$ cat src/rtl/sliding_window_latency_jitter_macros.svh
// Assertion macros for the latency and jitter monitor.
// Used by the top level only; no other dependencies.
`ifndef SLIDING_WINDOW_LATENCY_JITTER_MACROS_SVH
`define SLIDING_WINDOW_LATENCY_JITTER_MACROS_SVH

// same-cycle implication, checked outside reset
`define SWLJ_ASSERT_NOW(label, clk, rst_n, ante, cons, msg) \
    label: assert property (@(posedge clk) disable iff (!rst_n) (ante) |-> (cons)) \
        else $error(msg);

// next-cycle implication, checked outside reset
`define SWLJ_ASSERT_NEXT(label, clk, rst_n, ante, cons, msg) \
    label: assert property (@(posedge clk) disable iff (!rst_n) (ante) |=> (cons)) \
        else $error(msg);

`endif

$ cat src/rtl/swlj_pkg.sv
// Shared constants and interface structs of the latency and jitter monitor.
// No dependencies; imported by every module of the block.
`timescale 1ns / 1ps
`default_nettype none

package swlj_pkg;

    localparam int WINDOW_DEPTH = 16;                    // 2..255
    localparam int SLOT_W       = $clog2(WINDOW_DEPTH);
    localparam int LAT_W        = 24;
    localparam int CNT_W        = 32;
    localparam int SUM_W        = 32;
    localparam int FILL_W       = 8;                     // SUM_W - LAT_W
    localparam int QCNT_W       = $clog2(LAT_W);

    localparam logic [LAT_W-1:0] LAT_ONES = {LAT_W{1'b1}};
    localparam logic [CNT_W-1:0] CNT_MAX  = {CNT_W{1'b1}};

    typedef struct packed {
        logic              wr_en;
        logic [SLOT_W-1:0] wr_addr;
        logic [LAT_W-1:0]  wr_data;
        logic              start;
        logic [SLOT_W-1:0] start_addr;
        logic [FILL_W-1:0] count;
    } scan_req_t;

    typedef struct packed {
        logic             done;
        logic [SUM_W-1:0] sum;
        logic [SUM_W-1:0] dsum;
        logic [LAT_W-1:0] dmax;
    } scan_res_t;

    typedef struct packed {
        logic              start;
        logic [SUM_W-1:0]  dividend;
        logic [FILL_W-1:0] divisor;
    } div_req_t;

    typedef struct packed {
        logic             done;
        logic [LAT_W-1:0] quot;
    } div_res_t;

endpackage

`default_nettype wire

$ cat src/rtl/swlj_scan.sv
// Sample ring memory and window scanner: writes one sample, then walks the
// held samples oldest to newest, summing values and consecutive differences and
// keeping the largest difference. Depends on swlj_pkg.
`timescale 1ns / 1ps
`default_nettype none

module swlj_scan
    import swlj_pkg::*;
(
    input  wire logic      clk,
    input  wire logic      rst_n,
    input  wire scan_req_t req,
    output scan_res_t      res
);

    logic [LAT_W-1:0]  ring_mem [WINDOW_DEPTH];
    logic [LAT_W-1:0]  rd_data_reg;

    logic              busy_reg;
    logic [FILL_W-1:0] remain_reg;
    logic [SLOT_W-1:0] rd_addr_reg;
    logic              rvld_reg;
    logic              have_prev_reg;
    logic [LAT_W-1:0]  prev_reg;
    logic [SUM_W-1:0]  sum_reg;
    logic [SUM_W-1:0]  dsum_reg;
    logic [LAT_W-1:0]  dmax_reg;

    logic              rd_en;
    logic              done;
    logic [LAT_W-1:0]  step;

    assign rd_en = busy_reg && (remain_reg != '0);
    assign done  = busy_reg && (remain_reg == '0) && !rvld_reg;
    assign step  = (rd_data_reg > prev_reg) ? (rd_data_reg - prev_reg)
                                            : (prev_reg - rd_data_reg);

    always_ff @(posedge clk)
    begin
        if (req.wr_en)
        begin
            ring_mem[req.wr_addr] <= req.wr_data;
        end
        if (rd_en)
        begin
            rd_data_reg <= ring_mem[rd_addr_reg];
        end
    end

    always_ff @(posedge clk or negedge rst_n)
    begin
        if (!rst_n)
        begin
            busy_reg      <= 1'b0;
            remain_reg    <= '0;
            rd_addr_reg   <= '0;
            rvld_reg      <= 1'b0;
            have_prev_reg <= 1'b0;
            prev_reg      <= '0;
            sum_reg       <= '0;
            dsum_reg      <= '0;
            dmax_reg      <= '0;
        end
        else if (req.start)
        begin
            busy_reg      <= 1'b1;
            remain_reg    <= req.count;
            rd_addr_reg   <= req.start_addr;
            rvld_reg      <= 1'b0;
            have_prev_reg <= 1'b0;
            sum_reg       <= '0;
            dsum_reg      <= '0;
            dmax_reg      <= '0;
        end
        else
        begin
            rvld_reg <= rd_en;
            if (rd_en)
            begin
                remain_reg  <= remain_reg - 1'b1;
                rd_addr_reg <= (rd_addr_reg == SLOT_W'(WINDOW_DEPTH - 1))
                               ? '0 : rd_addr_reg + 1'b1;
            end
            if (rvld_reg)
            begin
                sum_reg       <= sum_reg + SUM_W'(rd_data_reg);
                prev_reg      <= rd_data_reg;
                have_prev_reg <= 1'b1;
                if (have_prev_reg)
                begin
                    dsum_reg <= dsum_reg + SUM_W'(step);
                    if (step > dmax_reg)
                    begin
                        dmax_reg <= step;
                    end
                end
            end
            if (done)
            begin
                busy_reg <= 1'b0;
            end
        end
    end

    assign res.done = done;
    assign res.sum  = sum_reg;
    assign res.dsum = dsum_reg;
    assign res.dmax = dmax_reg;

endmodule

`default_nettype wire

$ cat src/rtl/swlj_div.sv
// Serial restoring divider, one quotient bit per cycle. The caller guarantees
// the quotient fits LAT_W bits, so only LAT_W steps run. Depends on swlj_pkg.
`timescale 1ns / 1ps
`default_nettype none

module swlj_div
    import swlj_pkg::*;
(
    input  wire logic     clk,
    input  wire logic     rst_n,
    input  wire div_req_t req,
    output div_res_t      res
);

    logic              busy_reg;
    logic              done_reg;
    logic [QCNT_W-1:0] cnt_reg;
    logic [FILL_W-1:0] rem_reg;
    logic [LAT_W-1:0]  low_reg;
    logic [FILL_W-1:0] divisor_reg;

    logic [FILL_W:0]   cand;
    logic [FILL_W:0]   diff;
    logic              ge;
    logic [FILL_W-1:0] rem_next;

    assign cand     = {rem_reg, low_reg[LAT_W-1]};
    assign diff     = cand - {1'b0, divisor_reg};
    assign ge       = (cand >= {1'b0, divisor_reg});
    // remainder stays below the divisor, so the top bit drops out
    assign rem_next = ge ? diff[FILL_W-1:0] : cand[FILL_W-1:0];

    always_ff @(posedge clk or negedge rst_n)
    begin
        if (!rst_n)
        begin
            busy_reg    <= 1'b0;
            done_reg    <= 1'b0;
            cnt_reg     <= '0;
            rem_reg     <= '0;
            low_reg     <= '0;
            divisor_reg <= '0;
        end
        else
        begin
            done_reg <= 1'b0;
            if (req.start)
            begin
                busy_reg    <= 1'b1;
                cnt_reg     <= '0;
                rem_reg     <= req.dividend[SUM_W-1:LAT_W];
                low_reg     <= req.dividend[LAT_W-1:0];
                divisor_reg <= req.divisor;
            end
            else if (busy_reg)
            begin
                rem_reg <= rem_next;
                low_reg <= {low_reg[LAT_W-2:0], ge};
                cnt_reg <= cnt_reg + 1'b1;
                if (cnt_reg == QCNT_W'(LAT_W - 1))
                begin
                    busy_reg <= 1'b0;
                    done_reg <= 1'b1;
                end
            end
        end
    end

    assign res.done = done_reg;
    assign res.quot = low_reg;

endmodule

`default_nettype wire

$ cat src/rtl/sliding_window_latency_jitter.sv
// Sliding-window latency and jitter monitor.
//
// Input channel: in_valid / in_stall with probe_ok and latency_us. One request
// is one probe outcome. Output channel: out_valid / out_stall with one result
// request per input request: min, max, window mean, jitter, largest step,
// received and lost counts, and window fill.
//
// A lost probe goes from acceptance straight to the final state, which loads
// its result. A successful probe writes the sample ring memory, scans the held
// samples through the one memory read port, runs the shared serial divider for
// the mean and, with two or more samples held, again for the jitter, then
// loads the result. in_stall is high from acceptance until the result is
// loaded, so no new request is taken until the last result is loaded.
// A finished result waits in the output register while out_stall is high; the
// next input request is accepted meanwhile and its result waits for the
// output register to free up.
// Reset clears all statistics; the minimum resets to all ones. The ring
// memory is not cleared: only written entries are ever read.
// Depends on swlj_pkg, swlj_scan, swlj_div and the macros header.
`timescale 1ns / 1ps
`default_nettype none

`include "sliding_window_latency_jitter_macros.svh"

module sliding_window_latency_jitter
    import swlj_pkg::*;
(
    input  wire logic             clk,
    input  wire logic             rst_n,

    input  wire logic             in_valid,
    output logic                  in_stall,
    input  wire logic             probe_ok,
    input  wire logic [LAT_W-1:0] latency_us,

    output logic                  out_valid,
    input  wire logic             out_stall,
    output logic [LAT_W-1:0]      min_latency_us,
    output logic [LAT_W-1:0]      max_latency_us,
    output logic [LAT_W-1:0]      avg_latency_us,
    output logic [LAT_W-1:0]      jitter_us,
    output logic [LAT_W-1:0]      max_jitter_us,
    output logic [CNT_W-1:0]      received_count,
    output logic [CNT_W-1:0]      lost_count,
    output logic [FILL_W-1:0]     window_fill
);

    localparam logic [2:0] ST_IDLE = 3'd0;
    localparam logic [2:0] ST_SCAN = 3'd1;
    localparam logic [2:0] ST_DIVA = 3'd2;
    localparam logic [2:0] ST_DIVB = 3'd3;
    localparam logic [2:0] ST_FIN  = 3'd4;

    logic [2:0]        state_reg, state_next;

    logic [SLOT_W-1:0] slot_reg;
    logic              full_reg;
    logic [LAT_W-1:0]  min_reg;
    logic [LAT_W-1:0]  max_reg;
    logic [LAT_W-1:0]  widest_reg;
    logic [LAT_W-1:0]  avg_reg;
    logic [LAT_W-1:0]  jit_reg;
    logic [CNT_W-1:0]  ok_cnt_reg;
    logic [CNT_W-1:0]  miss_cnt_reg;
    logic [SUM_W-1:0]  dsum_reg;

    logic              oval_reg;
    logic [LAT_W-1:0]  omin_reg;
    logic [LAT_W-1:0]  omax_reg;
    logic [LAT_W-1:0]  oavg_reg;
    logic [LAT_W-1:0]  ojit_reg;
    logic [LAT_W-1:0]  owide_reg;
    logic [CNT_W-1:0]  ook_reg;
    logic [CNT_W-1:0]  omiss_reg;
    logic [FILL_W-1:0] ofill_reg;

    logic              accept;
    logic              take;
    logic              out_free;
    logic              load_out;
    logic              slot_wrap;
    logic [SLOT_W-1:0] slot_next;
    logic              full_next;
    logic [FILL_W-1:0] fill;
    logic [FILL_W-1:0] fill_next;

    scan_req_t         scan_req;
    scan_res_t         scan_res;
    div_req_t          div_req;
    div_res_t          div_res;

    assign in_stall  = (state_reg != ST_IDLE);
    assign accept    = in_valid && !in_stall;
    assign take      = accept && probe_ok;
    assign out_free  = !oval_reg || !out_stall;
    assign load_out  = (state_reg == ST_FIN) && out_free;

    assign slot_wrap = (slot_reg == SLOT_W'(WINDOW_DEPTH - 1));
    assign slot_next = slot_wrap ? '0 : slot_reg + 1'b1;
    assign full_next = full_reg || slot_wrap;
    assign fill      = full_reg ? FILL_W'(WINDOW_DEPTH) : FILL_W'(slot_reg);
    assign fill_next = full_next ? FILL_W'(WINDOW_DEPTH) : FILL_W'(slot_next);

    // oldest sample sits at the write slot once the ring has wrapped
    always_comb
    begin
        scan_req.wr_en      = take;
        scan_req.wr_addr    = slot_reg;
        scan_req.wr_data    = latency_us;
        scan_req.start      = take;
        scan_req.start_addr = full_next ? slot_next : '0;
        scan_req.count      = fill_next;
    end

    swlj_scan u_scan
    (
        .clk   (clk),
        .rst_n (rst_n),
        .req   (scan_req),
        .res   (scan_res)
    );

    always_comb
    begin
        div_req.start    = 1'b0;
        div_req.dividend = scan_res.sum;
        div_req.divisor  = fill;
        if ((state_reg == ST_SCAN) && scan_res.done)
        begin
            div_req.start = 1'b1;
        end
        else if ((state_reg == ST_DIVA) && div_res.done && (fill > FILL_W'(1)))
        begin
            div_req.start    = 1'b1;
            div_req.dividend = dsum_reg;
            div_req.divisor  = fill - 1'b1;
        end
    end

    swlj_div u_div
    (
        .clk   (clk),
        .rst_n (rst_n),
        .req   (div_req),
        .res   (div_res)
    );

    always_comb
    begin
        state_next = state_reg;
        unique case (state_reg)
            ST_IDLE:
            begin
                if (accept)
                begin
                    state_next = probe_ok ? ST_SCAN : ST_FIN;
                end
            end
            ST_SCAN:
            begin
                if (scan_res.done)
                begin
                    state_next = ST_DIVA;
                end
            end
            ST_DIVA:
            begin
                if (div_res.done)
                begin
                    state_next = (fill > FILL_W'(1)) ? ST_DIVB : ST_FIN;
                end
            end
            ST_DIVB:
            begin
                if (div_res.done)
                begin
                    state_next = ST_FIN;
                end
            end
            ST_FIN:
            begin
                if (out_free)
                begin
                    state_next = ST_IDLE;
                end
            end
            default:
            begin
                state_next = ST_IDLE;
            end
        endcase
    end

    always_ff @(posedge clk or negedge rst_n)
    begin
        if (!rst_n)
        begin
            state_reg    <= ST_IDLE;
            slot_reg     <= '0;
            full_reg     <= 1'b0;
            min_reg      <= LAT_ONES;
            max_reg      <= '0;
            widest_reg   <= '0;
            avg_reg      <= '0;
            jit_reg      <= '0;
            ok_cnt_reg   <= '0;
            miss_cnt_reg <= '0;
            dsum_reg     <= '0;
            oval_reg     <= 1'b0;
        end
        else
        begin
            state_reg <= state_next;

            if (accept && !probe_ok && (miss_cnt_reg != CNT_MAX))
            begin
                miss_cnt_reg <= miss_cnt_reg + 1'b1;
            end

            if (take)
            begin
                if (ok_cnt_reg != CNT_MAX)
                begin
                    ok_cnt_reg <= ok_cnt_reg + 1'b1;
                end
                slot_reg <= slot_next;
                full_reg <= full_next;
                if (latency_us < min_reg)
                begin
                    min_reg <= latency_us;
                end
                if (latency_us > max_reg)
                begin
                    max_reg <= latency_us;
                end
            end

            if ((state_reg == ST_SCAN) && scan_res.done)
            begin
                dsum_reg <= scan_res.dsum;
                if (scan_res.dmax > widest_reg)
                begin
                    widest_reg <= scan_res.dmax;
                end
            end

            if ((state_reg == ST_DIVA) && div_res.done)
            begin
                avg_reg <= div_res.quot;
            end

            if ((state_reg == ST_DIVB) && div_res.done)
            begin
                jit_reg <= div_res.quot;
            end

            if (load_out)
            begin
                oval_reg <= 1'b1;
            end
            else if (!out_stall)
            begin
                oval_reg <= 1'b0;
            end
        end
    end

    always_ff @(posedge clk)
    begin
        if (load_out)
        begin
            omin_reg  <= min_reg;
            omax_reg  <= max_reg;
            oavg_reg  <= avg_reg;
            ojit_reg  <= jit_reg;
            owide_reg <= widest_reg;
            ook_reg   <= ok_cnt_reg;
            omiss_reg <= miss_cnt_reg;
            ofill_reg <= fill;
        end
    end

    assign out_valid      = oval_reg;
    assign min_latency_us = omin_reg;
    assign max_latency_us = omax_reg;
    assign avg_latency_us = oavg_reg;
    assign jitter_us      = ojit_reg;
    assign max_jitter_us  = owide_reg;
    assign received_count = ook_reg;
    assign lost_count     = omiss_reg;
    assign window_fill    = ofill_reg;

    `SWLJ_ASSERT_NOW(a_out_from_fin, clk, rst_n, $rose(oval_reg), $past(state_reg == ST_FIN), "result loaded outside final state")
    `SWLJ_ASSERT_NOW(a_min_le_max, clk, rst_n, ok_cnt_reg != '0, min_reg <= max_reg, "minimum above maximum after a sample")
    `SWLJ_ASSERT_NOW(a_scan_done_state, clk, rst_n, scan_res.done, state_reg == ST_SCAN, "window scan finished outside scan state")
    `SWLJ_ASSERT_NEXT(a_lost_keeps_fill, clk, rst_n, accept && !probe_ok, $stable(fill), "lost probe changed window fill")

endmodule

`default_nettype wire

$ cat config.mk
export PLATFORM = sky130hd
export DESIGN_NAME = sliding_window_latency_jitter
export DESIGN_NICKNAME = d
export VERILOG_FILES = /design/src/rtl/swlj_pkg.sv /design/src/rtl/swlj_scan.sv /design/src/rtl/swlj_div.sv /design/src/rtl/sliding_window_latency_jitter.sv
export VERILOG_INCLUDE_DIRS = /design/src /design/src/rtl
export SDC_FILE = /design/constraint.sdc
export NUM_CORES = 2
export LEC_CHECK = 0
export BUFFER_PORTS_ARGS = -buffer_cell sky130_fd_sc_hd__buf_2
export CORE_UTILIZATION = 35
export DETAILED_ROUTE_END_ITERATION = 8
export PLACE_DENSITY = 0.56
export RECOVER_POWER = 50
export SLEW_MARGIN = 25
export SYNTH_ARGS = -nofsm -noshare
export SYNTH_HDL_FRONTEND = slang
export SYNTH_SLANG_ARGS = --single-unit
$ cat constraint.sdc
create_clock -name clk -period 12.3 [get_ports clk]
set_input_delay 1.23 -clock clk [delete_from_list [all_inputs] [get_ports clk]]
set_output_delay 1.23 -clock clk [all_outputs]
set_load 0.03 [all_outputs]
==> results.yml <==
die:
  initial_core_util_pct: 35.4
  pin_count: 223
  coreArea_mm2: 0.128
  die_h_um: 361
  die_area_mm2: 0.131
  die_width_um: 361
  core.rowCount: 131
logic_synthesis:
  synth_edf_count: 597
  synthesis.area_mm2: 0.0452
  synth-seq-area-share_pct: 61.7
  ys_types: 83
  synth_ff_type: "edfxtp_1"
  synthArstFlopShare_pct: 39.9
  synth_seq_cells: 994
  netlist_instances: 3388
  synth-warning-count: 0
  avgSynthCellArea_um2: 13.3
min_path:
  min_from: "avg_reg[6]"
  min_path_cells: 0
  whs_endpoint: "avg_latency_us[6]"
  hp-class: "register to register"
global_route:
  grt_use_total_pct: 17.0
  overflow: 0
  antenna_found_initial: 4
  grt_pass1_wl_um: 171000
  grt_max_degree: 147
  grt_pass1_vias: 28100
timing:
  slew_headroom_pct: -211
  finalCritPeriodShare_pct: 61.5
  timing.hold.ws_ns: 0.428
  hold_violations: 0
  setup_tns_ns: 0
  setup_viol: 0
  worst_pin_slew_ns: 4.67
  rsz0062_at_grt: "false"
  fmax_mhz: 132
  maxSlewViolCount: 663
  finalClockSkew_ns: 0.0471
  post-route-min-period_ns: 7.56
  setup_slack_ns: 4.74
critical_path:
  crit_required_ns: 12.29
  arrival_ns: 7.55
  cp_cell_sequence: "clkbuf_1, clkbuf_2"
  worstSetupPathType: "input port to asynchronous set/reset pin"
  r2r-start: "u_scan.rd_data_reg[18]"
  cpMaxStageDelayCell: "clkbuf_1"
  worstSetupEndpointType: "asynchronous set/reset pin"
  path_buf_inv: 2
  crit_fanout: 146
  regToRegEndpoint: "u_scan.dsum_reg[29]"
  rr_worst_depth: 22
  cp-startpoint: "rst_n"
  crit_path_max_incr_delay_ns: 3.20
  cp-start-kind: "input port"
  worstSetupPathDepth: 2
  r2r_setup_slack_ns: 6.25
  critical_path.top_delay_family: "buffers and inverters"
clock_tree:
  cts_resized: 0
  cts_max_level: 3
  cts_made_buffers: 109
  cts_setup_buffers: 0
  cts_tree: "built"
  path_clk_slew_ns: 0.06
  clk_path_buf_depth: 3
  clock_sinks: 994
  clk_latency_ns: 0.73
  hold_buffers: 0
  cts-root-buf: "clkbuf_16"
routing:
  remaining_drc_errors: 0
  drtPass1Iterations: 5
  antenna_left: 0
  wire_per_inst_um: 20.6
  vias_per_cell: 5.15
  dr_total_vias: 27800
  wirelength_um: 111000
  drtIter0Drc: 2238
placement:
  dpl-instance-area_mm2: 0.0483
  gp_congestion: 0.898
  dp_hpwl_um: 72300
  portBuffers: 219
  post-place-ws_ns: 6.47
finish:
  nNetsFinal: 3873
  nFillCells: 11900
  stdcell_area_mm2: 0.0518
  multiInputGateArea_mm2: 0.0160
  final_util_pct: 40.5
  largest_reg_flops: 384
  ff_latch_area_mm2: 0.0279
  drive_gt1_share_pct: 16.9
  area_growth_pct: 14.6
  antenna_cells: 0
  top_register: "u_scan.ring_mem"
power_and_ir_drop:
  pwr-share-comb_pct: 48.7
  internal-power_mw: 9.28
  p_switching_mw: 6.42
  power_density_mw_per_mm2: 303
  cellLeakagePower_nw: 21.0
  p_sw_share_pct: 40.9
  pwr-share-clk_pct: 21.0
  ir_drop_v: 0.000192
  p_seq_share_pct: 30.3
outcome:
  status: "finished with violations"
  failed_checks: "capacitance limit, slew limit"
flow_run:
  cap_violations: 13
cells in the final DEF (no fill, tap or decap), drive strengths merged, types with 14 or more instances in the layout:
cell	count
a211oi	19
a21o	61
a21oi	159
a22oi	24
a31oi	36
and2	15
and3	48
and4	14
buf	231
clkbuf	175
clkinv	41
dfrtp	373
dfstp	24
edfxtp	597
ha	211
inv	218
mux2	79
mux2i	69
mux4	120
nand2	327
nand3	67
nand4	43
nor2	161
nor2b	22
nor3	41
o211ai	21
o21ai	165
o21bai	19
or3	18
xnor2	86
xor2	55
cells in the mapped netlist (all sizes together) (55+ instances only):
cell / number / share of area, %
a21o: 61 / 1.0
a21oi: 159 / 1.8
clkbuf: 105 / 0.87
dfrtp: 373 / 21
edfxtp: 597 / 40
ha: 211 / 5.8
inv: 208 / 1.7
mux2: 79 / 2.0
mux2i: 69 / 1.5
mux4: 120 / 6.0
nand2: 327 / 2.7
nand3: 67 / 0.74
nor2: 161 / 1.3
o21ai: 165 / 1.8
xnor2: 86 / 1.7
xor2: 55 / 1.1
routing by layer:
metal  track usage, %  up-vias  part of all wire, %
met1             22.9    14100                   45
met3             2.67      126                  4.6
met5                0        -                    0
met4             4.55        0                  1.9
li1                 -    13000                    -
met2             28.4      555                   49
power by group through the flow:
stage | Clock [mW] | Sequential (mW) | Combinational, mW
CTS | 3.40 | 4.77 | 7.65
detailed placement | 0 | 4.84 | 7.61
finish | 3.30 | 4.76 | 7.64
floorplan | 0 | 4.64 | 5.82
global placement | 0 | 4.82 | 7.58
global route | 3.52 | 4.83 | 8.56
cell families (layout without fill, tap and decap cells):
family / after synthesis / after routing / synth area share, %
buf+inv: 349 / 684 / 3.05
mux: 268 / 268 / 9.47
other cells: 1 / 3 / 0.00829
xor+xnor: 141 / 141 / 2.73
flops: 994 / 994 / 61.7
compound gates: 598 / 598 / 8.31
fa+ha+maj: 216 / 216 / 6.06
simple gates: 821 / 821 / 8.69
cell type report:
type / instances / share of cell area [%]
timing repair buffer: 267 / 2.67
multi-input combinational: 2047 / 30.9
tap: 1662 / 4.01
clock inverter: 69 / 1.37
clock buffer: 139 / 5.68
sequential: 994 / 53.9
inverter: 209 / 1.51
stage by stage:
stage	total power [mW]	cells
2_1_floorplan	10.5	3390
3_3_place_gp	12.4	5178
3_5_place_dp	12.4	5178
4_1_cts	15.8	5386
5_1_grt	16.9	5387
6_report	15.7	5387
how the worst max path moves through the flow:
stage                                     end  slack (ns)
after global placement    u_scan.dmax_reg[18]        6.54
after detailed placement  u_scan.dsum_reg[29]        6.47
after global routing              avg_reg[19]        3.22
after CTS                 u_scan.dsum_reg[29]        6.43
final                             avg_reg[22]        4.74
after floorplan             avg_latency_us[0]        1.18
No activity file was read; power rests on OpenSTA's default activity.
